### config.mk
export PLATFORM = sky130hd
export DESIGN_NAME = solenoid_hold_timer_bank
export DESIGN_NICKNAME = d
export VERILOG_FILES = /design/src/rtl/core/shtb_pkg.sv /design/src/rtl/core/solenoid_hold_timer_bank.sv /design/src/rtl/core/shtb_chan_bank.sv /design/src/rtl/core/shtb_aux.sv
export SDC_FILE = /design/constraint.sdc
export NUM_CORES = 2
export LEC_CHECK = 0
export ABC_AREA = 1
export BUFFER_PORTS_ARGS = -buffer_cell sky130_fd_sc_hd__buf_4
export CAP_MARGIN = 20
export CORE_UTILIZATION = 36
export DETAILED_ROUTE_END_ITERATION = 8
export HOLD_SLACK_MARGIN = 0.02
export SLEW_MARGIN = 20
export SYNTH_ARGS = -nofsm -noshare
export SYNTH_HDL_FRONTEND = slang
export SYNTH_SLANG_ARGS = --single-unit
### constraint.sdc
create_clock -name clk_i -period 3 [get_ports clk_i]
set_input_delay 0.3 -clock clk_i [delete_from_list [all_inputs] [get_ports clk_i]]
set_output_delay 0.3 -clock clk_i [all_outputs]
set_load 0.03 [all_outputs]
### src/rtl/core/shtb_pkg.sv
// ----------------------------------------------------------------------------
// shtb_pkg
// Shared types and constants for the solenoid hold timer bank.
// ----------------------------------------------------------------------------
package shtb_pkg;

  localparam int unsigned NumChannels   = 40;
  localparam int unsigned CountBits     = 8;
  localparam int unsigned LockChannel   = 36;
  localparam int unsigned ChanBits      = 6;
  localparam int unsigned DurBits       = 8;
  localparam int unsigned HoldBits      = 16;
  localparam int unsigned LockBits      = 14;
  localparam int unsigned PhaseBits     = 4;
  localparam int unsigned LedBits       = 8;
  localparam int unsigned CfgIdxBits    = 2;
  localparam int unsigned CfgDataBits   = 16;

  // lock pulse train: phases up to OpenPhaseLast open, then closed up to ClosePhaseLast
  localparam logic [PhaseBits-1:0] OpenPhaseLast  = 4'd8;
  localparam logic [PhaseBits-1:0] ClosePhaseLast = 4'd10;

  localparam logic [HoldBits-1:0] PortHoldReset  = 16'd3000;
  localparam logic [LockBits-1:0] LockSolidReset = 14'd100;
  localparam logic [LockBits-1:0] LockTotalReset = 14'd16000;
  localparam logic [LedBits-1:0]  LedHalfReset   = 8'd200;

  typedef enum logic [1:0] {
    OpTick  = 2'd0,
    OpArm   = 2'd1,
    OpLock  = 2'd2,
    OpHold  = 2'd3
  } op_e;

  typedef enum logic [1:0] {
    DriveNone  = 2'd0,
    DriveOpen  = 2'd1,
    DriveClose = 2'd2
  } drive_e;

  typedef enum logic [CfgIdxBits-1:0] {
    CfgPortHold  = 2'd0,
    CfgLockSolid = 2'd1,
    CfgLockTotal = 2'd2,
    CfgLedHalf   = 2'd3
  } cfg_idx_e;

  typedef struct packed {
    op_e                op;
    logic [ChanBits-1:0] channel;
    logic [DurBits-1:0]  duration;
  } in_item_t;

  typedef struct packed {
    logic [NumChannels-1:0] close_mask;
    drive_e                 lock_drive;
    logic                   port_enable;
    logic                   led_level;
  } out_item_t;

  typedef struct packed {
    logic tick;
    logic lock_start;
    logic hold_start;
  } aux_ctrl_t;

  typedef struct packed {
    logic [HoldBits-1:0] port_hold_ticks;
    logic [LockBits-1:0] lock_solid_ticks;
    logic [LockBits-1:0] lock_total_ticks;
    logic [LedBits-1:0]  led_half_period;
  } cfg_t;

endpackage

### src/rtl/core/solenoid_hold_timer_bank.sv
// ----------------------------------------------------------------------------
// solenoid_hold_timer_bank
// Tick-driven bank of one-shot channel timers with lock sequencer,
// port hold timeout and heartbeat LED.
// ----------------------------------------------------------------------------
// an accepted item waits in the input register, and its result is held in the result register
// throughput: one item per cycle unless the result side stalls, set by the input and result register pair
// the input register frees itself whenever the result register is empty or taken
// reset: asynchronous, all timers idle and counts zero, config at its defaults
module solenoid_hold_timer_bank (
  input  logic                                clk_i,
  input  logic                                rst_ni,
  input  logic                                in_valid_i,
  output logic                                in_stall_o,
  input  shtb_pkg::in_item_t                  in_item_i,
  output logic                                out_valid_o,
  input  logic                                out_stall_i,
  output shtb_pkg::out_item_t                 out_item_o,
  input  logic                                cfg_we_i,
  input  logic [shtb_pkg::CfgIdxBits-1:0]     cfg_idx_i,
  input  logic [shtb_pkg::CfgDataBits-1:0]    cfg_wdata_i
);

  shtb_pkg::in_item_t                 in_q;
  logic                               in_valid_q, in_valid_d;
  shtb_pkg::out_item_t                out_q, out_d;
  logic                               out_valid_q, out_valid_d;
  shtb_pkg::cfg_t                     cfg_q;
  logic                               accept;
  logic                               advance;
  logic                               is_tick;
  logic                               is_arm;
  shtb_pkg::aux_ctrl_t                aux_ctrl;
  logic [shtb_pkg::NumChannels-1:0]   close_mask;
  shtb_pkg::drive_e                   aux_drive;
  logic                               port_enable;
  logic                               led_level;

  assign advance    = in_valid_q && (!out_valid_q || !out_stall_i);
  assign in_stall_o = in_valid_q && !advance;
  assign accept     = in_valid_i && !in_stall_o;

  assign is_tick = advance && (in_q.op == shtb_pkg::OpTick);
  assign is_arm  = advance && (in_q.op == shtb_pkg::OpArm);

  assign aux_ctrl.tick       = is_tick;
  assign aux_ctrl.lock_start = advance && (in_q.op == shtb_pkg::OpLock);
  assign aux_ctrl.hold_start = advance && (in_q.op == shtb_pkg::OpHold);

  shtb_chan_bank u_chan_bank (
    .clk_i        (clk_i),
    .rst_ni       (rst_ni),
    .tick_i       (is_tick),
    .arm_i        (is_arm),
    .arm_ch_i     (in_q.channel),
    .arm_dur_i    (in_q.duration),
    .close_mask_o (close_mask)
  );

  shtb_aux u_aux (
    .clk_i         (clk_i),
    .rst_ni        (rst_ni),
    .ctrl_i        (aux_ctrl),
    .cfg_i         (cfg_q),
    .drive_o       (aux_drive),
    .port_enable_o (port_enable),
    .led_level_o   (led_level)
  );

  always_comb begin
    out_d.close_mask  = close_mask;
    out_d.port_enable = port_enable;
    out_d.led_level   = led_level;
    // a close of the shared channel wins over the lock sequencer
    out_d.lock_drive  = close_mask[shtb_pkg::LockChannel] ? shtb_pkg::DriveClose : aux_drive;
  end

  always_comb begin
    in_valid_d = in_valid_q;
    if (accept) begin
      in_valid_d = 1'b1;
    end else if (advance) begin
      in_valid_d = 1'b0;
    end
    out_valid_d = out_valid_q && out_stall_i;
    if (advance) begin
      out_valid_d = 1'b1;
    end
  end

  always_ff @(posedge clk_i or negedge rst_ni) begin
    if (!rst_ni) begin
      in_valid_q  <= 1'b0;
      out_valid_q <= 1'b0;
    end else begin
      in_valid_q  <= in_valid_d;
      out_valid_q <= out_valid_d;
    end
  end

  always_ff @(posedge clk_i) begin
    if (accept) begin
      in_q <= in_item_i;
    end
    if (advance) begin
      out_q <= out_d;
    end
  end

  always_ff @(posedge clk_i or negedge rst_ni) begin
    if (!rst_ni) begin
      cfg_q.port_hold_ticks  <= shtb_pkg::PortHoldReset;
      cfg_q.lock_solid_ticks <= shtb_pkg::LockSolidReset;
      cfg_q.lock_total_ticks <= shtb_pkg::LockTotalReset;
      cfg_q.led_half_period  <= shtb_pkg::LedHalfReset;
    end else if (cfg_we_i) begin
      case (shtb_pkg::cfg_idx_e'(cfg_idx_i))
        shtb_pkg::CfgPortHold: begin
          cfg_q.port_hold_ticks <= cfg_wdata_i[shtb_pkg::HoldBits-1:0];
        end
        shtb_pkg::CfgLockSolid: begin
          cfg_q.lock_solid_ticks <= cfg_wdata_i[shtb_pkg::LockBits-1:0];
        end
        shtb_pkg::CfgLockTotal: begin
          cfg_q.lock_total_ticks <= cfg_wdata_i[shtb_pkg::LockBits-1:0];
        end
        shtb_pkg::CfgLedHalf: begin
          cfg_q.led_half_period <= cfg_wdata_i[shtb_pkg::LedBits-1:0];
        end
        default: begin
          cfg_q <= cfg_q;
        end
      endcase
    end
  end

  assign out_valid_o = out_valid_q;
  assign out_item_o  = out_q;

endmodule

### src/rtl/core/shtb_chan_bank.sv
// ----------------------------------------------------------------------------
// shtb_chan_bank
// Row of one-shot channel counters, all advanced in parallel on a tick.
// ----------------------------------------------------------------------------
module shtb_chan_bank (
  input  logic                                clk_i,
  input  logic                                rst_ni,
  input  logic                                tick_i,
  input  logic                                arm_i,
  input  logic [shtb_pkg::ChanBits-1:0]       arm_ch_i,
  input  logic [shtb_pkg::DurBits-1:0]        arm_dur_i,
  output logic [shtb_pkg::NumChannels-1:0]    close_mask_o
);

  for (genvar k = 0; k < shtb_pkg::NumChannels; k++) begin : g_chan
    logic                             active_q, active_d;
    logic [shtb_pkg::CountBits-1:0]   count_q, count_d;
    logic [shtb_pkg::CountBits-1:0]   limit_q, limit_d;
    logic [shtb_pkg::CountBits-1:0]   count_inc;
    logic                             hit;

    assign count_inc = count_q + 1'b1;
    assign hit       = tick_i && active_q && (count_inc == limit_q);

    always_comb begin
      active_d = active_q;
      count_d  = count_q;
      limit_d  = limit_q;
      if (arm_i && (arm_ch_i == shtb_pkg::ChanBits'(k))) begin
        // re-arm keeps the running count
        active_d = 1'b1;
        limit_d  = shtb_pkg::CountBits'(arm_dur_i);
      end else if (tick_i && active_q) begin
        if (hit) begin
          active_d = 1'b0;
          count_d  = '0;
        end else begin
          count_d  = count_inc;
        end
      end
    end

    always_ff @(posedge clk_i or negedge rst_ni) begin
      if (!rst_ni) begin
        active_q <= 1'b0;
        count_q  <= '0;
        limit_q  <= '0;
      end else begin
        active_q <= active_d;
        count_q  <= count_d;
        limit_q  <= limit_d;
      end
    end

    assign close_mask_o[k] = hit;
  end

endmodule

### src/rtl/core/shtb_aux.sv
// ----------------------------------------------------------------------------
// shtb_aux
// Lock output sequencer, port hold timeout and heartbeat LED divider.
// ----------------------------------------------------------------------------
module shtb_aux (
  input  logic                  clk_i,
  input  logic                  rst_ni,
  input  shtb_pkg::aux_ctrl_t   ctrl_i,
  input  shtb_pkg::cfg_t        cfg_i,
  output shtb_pkg::drive_e      drive_o,
  output logic                  port_enable_o,
  output logic                  led_level_o
);

  logic                              hold_active_q, hold_active_d;
  logic [shtb_pkg::HoldBits-1:0]     hold_count_q, hold_count_d;
  logic [shtb_pkg::HoldBits-1:0]     hold_inc;
  logic                              lock_active_q, lock_active_d;
  logic                              lock_restart_q, lock_restart_d;
  logic [shtb_pkg::LockBits-1:0]     lock_ticks_q, lock_ticks_d;
  logic [shtb_pkg::LockBits-1:0]     lock_base;
  logic [shtb_pkg::LockBits:0]       lock_next;
  logic [shtb_pkg::PhaseBits-1:0]    lock_phase_q, lock_phase_d;
  logic [shtb_pkg::PhaseBits-1:0]    phase_inc;
  logic [shtb_pkg::LedBits-1:0]      led_div_q, led_div_d;
  logic [shtb_pkg::LedBits-1:0]      led_inc;
  logic                              led_q, led_d;

  assign hold_inc  = hold_count_q + 1'b1;
  assign lock_base = lock_restart_q ? '0 : lock_ticks_q;
  // one bit wider so the end compare never wraps
  assign lock_next = {1'b0, lock_base} + 1'b1;
  assign phase_inc = lock_phase_q + 1'b1;
  assign led_inc   = led_div_q + 1'b1;

  always_comb begin
    hold_active_d  = hold_active_q;
    hold_count_d   = hold_count_q;
    lock_active_d  = lock_active_q;
    lock_restart_d = lock_restart_q;
    lock_ticks_d   = lock_ticks_q;
    lock_phase_d   = lock_phase_q;
    led_div_d      = led_div_q;
    led_d          = led_q;
    drive_o        = shtb_pkg::DriveNone;
    port_enable_o  = 1'b0;

    if (ctrl_i.lock_start) begin
      lock_active_d  = 1'b1;
      lock_restart_d = 1'b1;
    end

    if (ctrl_i.hold_start) begin
      hold_active_d = 1'b1;
    end

    if (ctrl_i.tick) begin
      if (hold_active_q) begin
        if (hold_inc == cfg_i.port_hold_ticks) begin
          hold_count_d  = '0;
          hold_active_d = 1'b0;
          port_enable_o = 1'b1;
        end else begin
          hold_count_d  = hold_inc;
        end
      end

      lock_ticks_d = lock_base;
      if (lock_active_q) begin
        lock_restart_d = 1'b0;
        if (lock_next < {1'b0, cfg_i.lock_solid_ticks}) begin
          drive_o = shtb_pkg::DriveOpen;
        end else if (lock_phase_q <= shtb_pkg::OpenPhaseLast) begin
          lock_phase_d = phase_inc;
          drive_o      = shtb_pkg::DriveOpen;
        end else begin
          lock_phase_d = (phase_inc > shtb_pkg::ClosePhaseLast) ? '0 : phase_inc;
          drive_o      = shtb_pkg::DriveClose;
        end
        if (lock_next > {1'b0, cfg_i.lock_total_ticks}) begin
          lock_active_d = 1'b0;
          lock_ticks_d  = '0;
          lock_phase_d  = '0;
          drive_o       = shtb_pkg::DriveClose;
        end else begin
          lock_ticks_d  = lock_next[shtb_pkg::LockBits-1:0];
        end
      end

      if (led_inc == cfg_i.led_half_period) begin
        led_div_d = '0;
        led_d     = !led_q;
      end else begin
        led_div_d = led_inc;
      end
    end
  end

  assign led_level_o = led_d;

  always_ff @(posedge clk_i or negedge rst_ni) begin
    if (!rst_ni) begin
      hold_active_q  <= 1'b0;
      hold_count_q   <= '0;
      lock_active_q  <= 1'b0;
      lock_restart_q <= 1'b0;
      lock_ticks_q   <= '0;
      lock_phase_q   <= '0;
      led_div_q      <= '0;
      led_q          <= 1'b0;
    end else begin
      hold_active_q  <= hold_active_d;
      hold_count_q   <= hold_count_d;
      lock_active_q  <= lock_active_d;
      lock_restart_q <= lock_restart_d;
      lock_ticks_q   <= lock_ticks_d;
      lock_phase_q   <= lock_phase_d;
      led_div_q      <= led_div_d;
      led_q          <= led_d;
    end
  end

endmodule

==> flow_metrics.tcl <==
set metrics [dict create \
    layout.nets 6175 \
    grt_pass1_wl_um 183300 \
    rows 129 \
    vias 37450 \
    io_pins 85 \
    hold_depth 5 \
    gp_congestion 0.8651 \
    path_cells "nor2_4 > ha_4 > nand3_4 > nor2_4 > nand2_4 > nor2_4 > xor2_2 > buf_4 > ha_4 > a21o_1 > nor2_1 > o211ai_1 > nor2_1 > nand2_1 > nand2_1 > nand2_1 > nand2_1 > nand2_1" \
    startpoint_type "register" \
    clock_latency_ns 0.70 \
    synth_top_area_share_pct 41.92 \
    muxShareOfSynthArea_pct 0 \
    antenna_found_initial 5 \
    rr_worst_depth 18 \
    synth.most_common_cell "nand2_1" \
    clock_sinks 840 \
    synth_area_per_cell_um2 7.728 \
    synth-seq-cells 840 \
    post_drt_wl_per_cell_um 14.27 \
    crit_buf_inv 1 \
    syn_nets 5990 \
    syn_to_final_growth_pct 15.50 \
    multiInputGateArea_um2 21790 \
    regArea_um2 21350 \
    drive_gt1_share_pct 8.686 \
    finalSetupViolations 0 \
    slew_headroom_pct 37.75 \
    critPathKind "register to register" \
    max_stage_delay_ns 0.49 \
    grt_max_degree 69 \
    yosys.area.top_type "dfrtp_1" \
    die_h_um 357.2 \
    cts_tree "built" \
    hold_viol 0 \
    synth-simple-area-share_pct 31.84 \
    viasPerCell 4.816 \
    status "finished, final reports clean" \
    worst_slack_ns 0.1440 \
    fmax_ghz 0.3501 \
    drc 0 \
    min_period_ns 2.856 \
    ant_nets 0 \
    cellLeakagePower_nw 25.45 \
    synth_xor_area_share_pct 7.085 \
    power_density_nw_per_um2 640.8 \
    rsz0062_at_grt "true" \
    arrival_ns 3.29 \
    pre_cts_slack_ns -0.05971 \
    core-area_um2 124400 \
    crit_slowest_cell "dfrtp_2" \
    ys_seq_area_share_pct 46.99 \
    grt_pass1_vias 35810 \
    first_pass_iters 5 \
    ctsLongestPathBuffers 3 \
    period_share_pct 95.20 \
    synth_compound_area_share_pct 6.418 \
    yosysUniqueCellTypes 50 \
    async_reset_ff_share_pct 92.86 \
    cp_data_required_time_ns 3.44 \
    slew_viol_final 0 \
    start_util_pct 36.50 \
    tightest_slew_ns 0.9327 \
    cts_root_buffer "clkbuf_16" \
    synth_top_flop_cell "dfrtp_1" \
    hp-class "input pin to register" \
    crit_family "simple AND/OR/NAND/NOR gates" \
    syn_inst 5878 \
    fill_cells 12380 \
    grt_use_total_pct 17.56 \
    dp_hpwl_um 76120 \
    clk_pin_slew_ns 0.06 \
    numCtsBuffers 97 \
    cap_violations 0 \
    routed_wl_um 110900 \
    cp-end-kind "register" \
    cp_common_cell "nand2_1" \
    syn-cell-area_um2 45420 \
    path_max_fanout 7 \
    synthTopCellsByArea "dfrtp_1, nand2_1, nor2_1" \
    fin_skew_ns 0.03171 \
    grt_overflow 0 \
    power_mw 33.62 \
    synth_adder_area_share_pct 2.011 \
    synth_edf_count 60 \
    dieArea_um2 127600 \
    peakVddDrop_mv 0.4468 \
    cp.depth 18 \
    yosysWarnings 0 \
    place_area_um2 48530 \
    synth_top_family_by_area "simple AND/OR/NAND/NOR gates" \
    synthTopCellsByCount "nand2_1, dfrtp_1, nor2_1" \
    first_iter_violations 2482 \
    die_w_um 357.2 \
    cts_htree_levels 3 \
    final_cell_area_um2 52460 \
    io_buffers 84 \
]
## through the flow
stage | cells | util [%] | hold WS (ns) | TNS [ns]
after floorplan | 5878 | - | 0.004409 | 0
after global routing | 7773 | 42.16 | 0.1873 | -0.3455
after detailed placement | 7556 | 39.00 | 0.3412 | -0.2658
after CTS | 7764 | 41.88 | 0.1308 | 0
final | 7775 | 42.16 | 0.1838 | 0
after global placement | 7556 | 39.00 | 0.3421 | -0.02977
## final cells by class
cell class / count / area share (%)
tap: 1637 / 3.904
timing repair buffer: 228 / 3.961
clock buffer: 132 / 5.185
multi-input combinational: 4373 / 41.54
inverter: 523 / 3.747
antenna: 2 / 0.009539
clock inverter: 40 / 0.9706
sequential: 840 / 40.69
## registers in the layout, indices dropped and copies added, names as in the netlist, 8 cells and up
| register | cells |
|---|---|
| u_chan_bank.g_chan.count_q | 320 |
| u_chan_bank.g_chan.limit_q | 320 |
| u_aux.led_div_q | 8 |
| out_item_o | 44 |
| in_q | 16 |
| u_aux.hold_count_q | 16 |
| u_aux.lock_ticks_q | 14 |
| u_chan_bank.g_chan.active_q | 40 |
| cfg_q | 52 |
## worst paths after layout
path	startpoint	slack, ns	endpoint
setup / recovery	u_aux.lock_restart_q	0.14	out_item_o[3]
hold / removal	cfg_we_i	0.18	cfg_q[45]
min in group asynchronous	rst_ni	0.20	u_chan_bank.g_chan[0].limit_q[2]
max in group asynchronous	rst_ni	1.88	u_chan_bank.g_chan[10].count_q[5]
setup reg to reg	u_aux.lock_restart_q	0.14	out_item_o[3]
hold reg to reg	u_chan_bank.g_chan[30].active_q	0.47	u_chan_bank.g_chan[30].active_q
## kinds of logic (layout without fill, tap and decap cells)
family,Yosys count,count (layout)
other,0,2
buffers and inverters,665,923
AND/OR/NAND/NOR,3380,3380
adder cells (fa/ha/maj),73,73
XOR/XNOR,364,364
AO/OA/AOI/OAI,556,556
flip-flops,840,840
## power by group
group,switching (mW),leakage [nW],internal [mW]
Combinational,4.59,12.8,3.04
Sequential,1.19,11.1,12.8
Clock,4.92,1.59,7.13
## timing repair
action,CTS,global route
hold endpoints to repair,186,0
gates resized for setup,2,60
setup buffers,0,9
hold buffers,36,0
pin swaps,2,29
setup endpoints to repair,19,33
gates cloned,0,0
## worst reg2reg max path: stages (launching register included)
cell,delay [ns]
dfrtp_2,0.49
nor2_4,0.17
ha_4,0.17
nand3_4,0.09
nor2_4,0.14
nand2_4,0.09
nor2_4,0.12
xor2_2,0.16
buf_4,0.14
ha_4,0.20
a21o_1,0.15
nor2_1,0.08
o211ai_1,0.10
nor2_1,0.11
nand2_1,0.11
nand2_1,0.08
nand2_1,0.07
nand2_1,0.06
nand2_1,0.06
## per-layer routing
layer / vias up / global-route usage (%) / wire [um]
met3: 169 / 2.673 / 4097
met1: 17570 / 24.04 / 53190
li1: 19150 / - / -
met2: 558 / 28.84 / 51040
met5: - / 0 / 0
met4: 0 / 4.752 / 2619
## placed cells by master, fill, tap and decap left out, drive strengths merged, types with 9 or more instances in the layout
| cell type | Yosys | routed |
|---|---|---|
| ha | 73 | 73 |
| clkbuf | 118 | 132 |
| xnor2 | 134 | 134 |
| o21ai | 449 | 449 |
| nor2 | 642 | 642 |
| a21o | 12 | 12 |
| nand4 | 101 | 101 |
| nand2 | 1973 | 1973 |
| bufinv | 0 | 9 |
| nand3b | 60 | 60 |
| inv | 515 | 521 |
| dfstp | 19 | 19 |
| o21bai | 10 | 10 |
| dlygate4sd3 | 0 | 36 |
| nand3 | 454 | 454 |
| dfrtp | 761 | 761 |
| clkinv | 8 | 30 |
| buf | 24 | 192 |
| xor2 | 228 | 228 |
| nor3 | 79 | 79 |
| nor4 | 12 | 12 |
| edfxtp | 60 | 60 |
| a21oi | 64 | 64 |
| or2 | 44 | 44 |
Power figures use the tool's default switching activity.
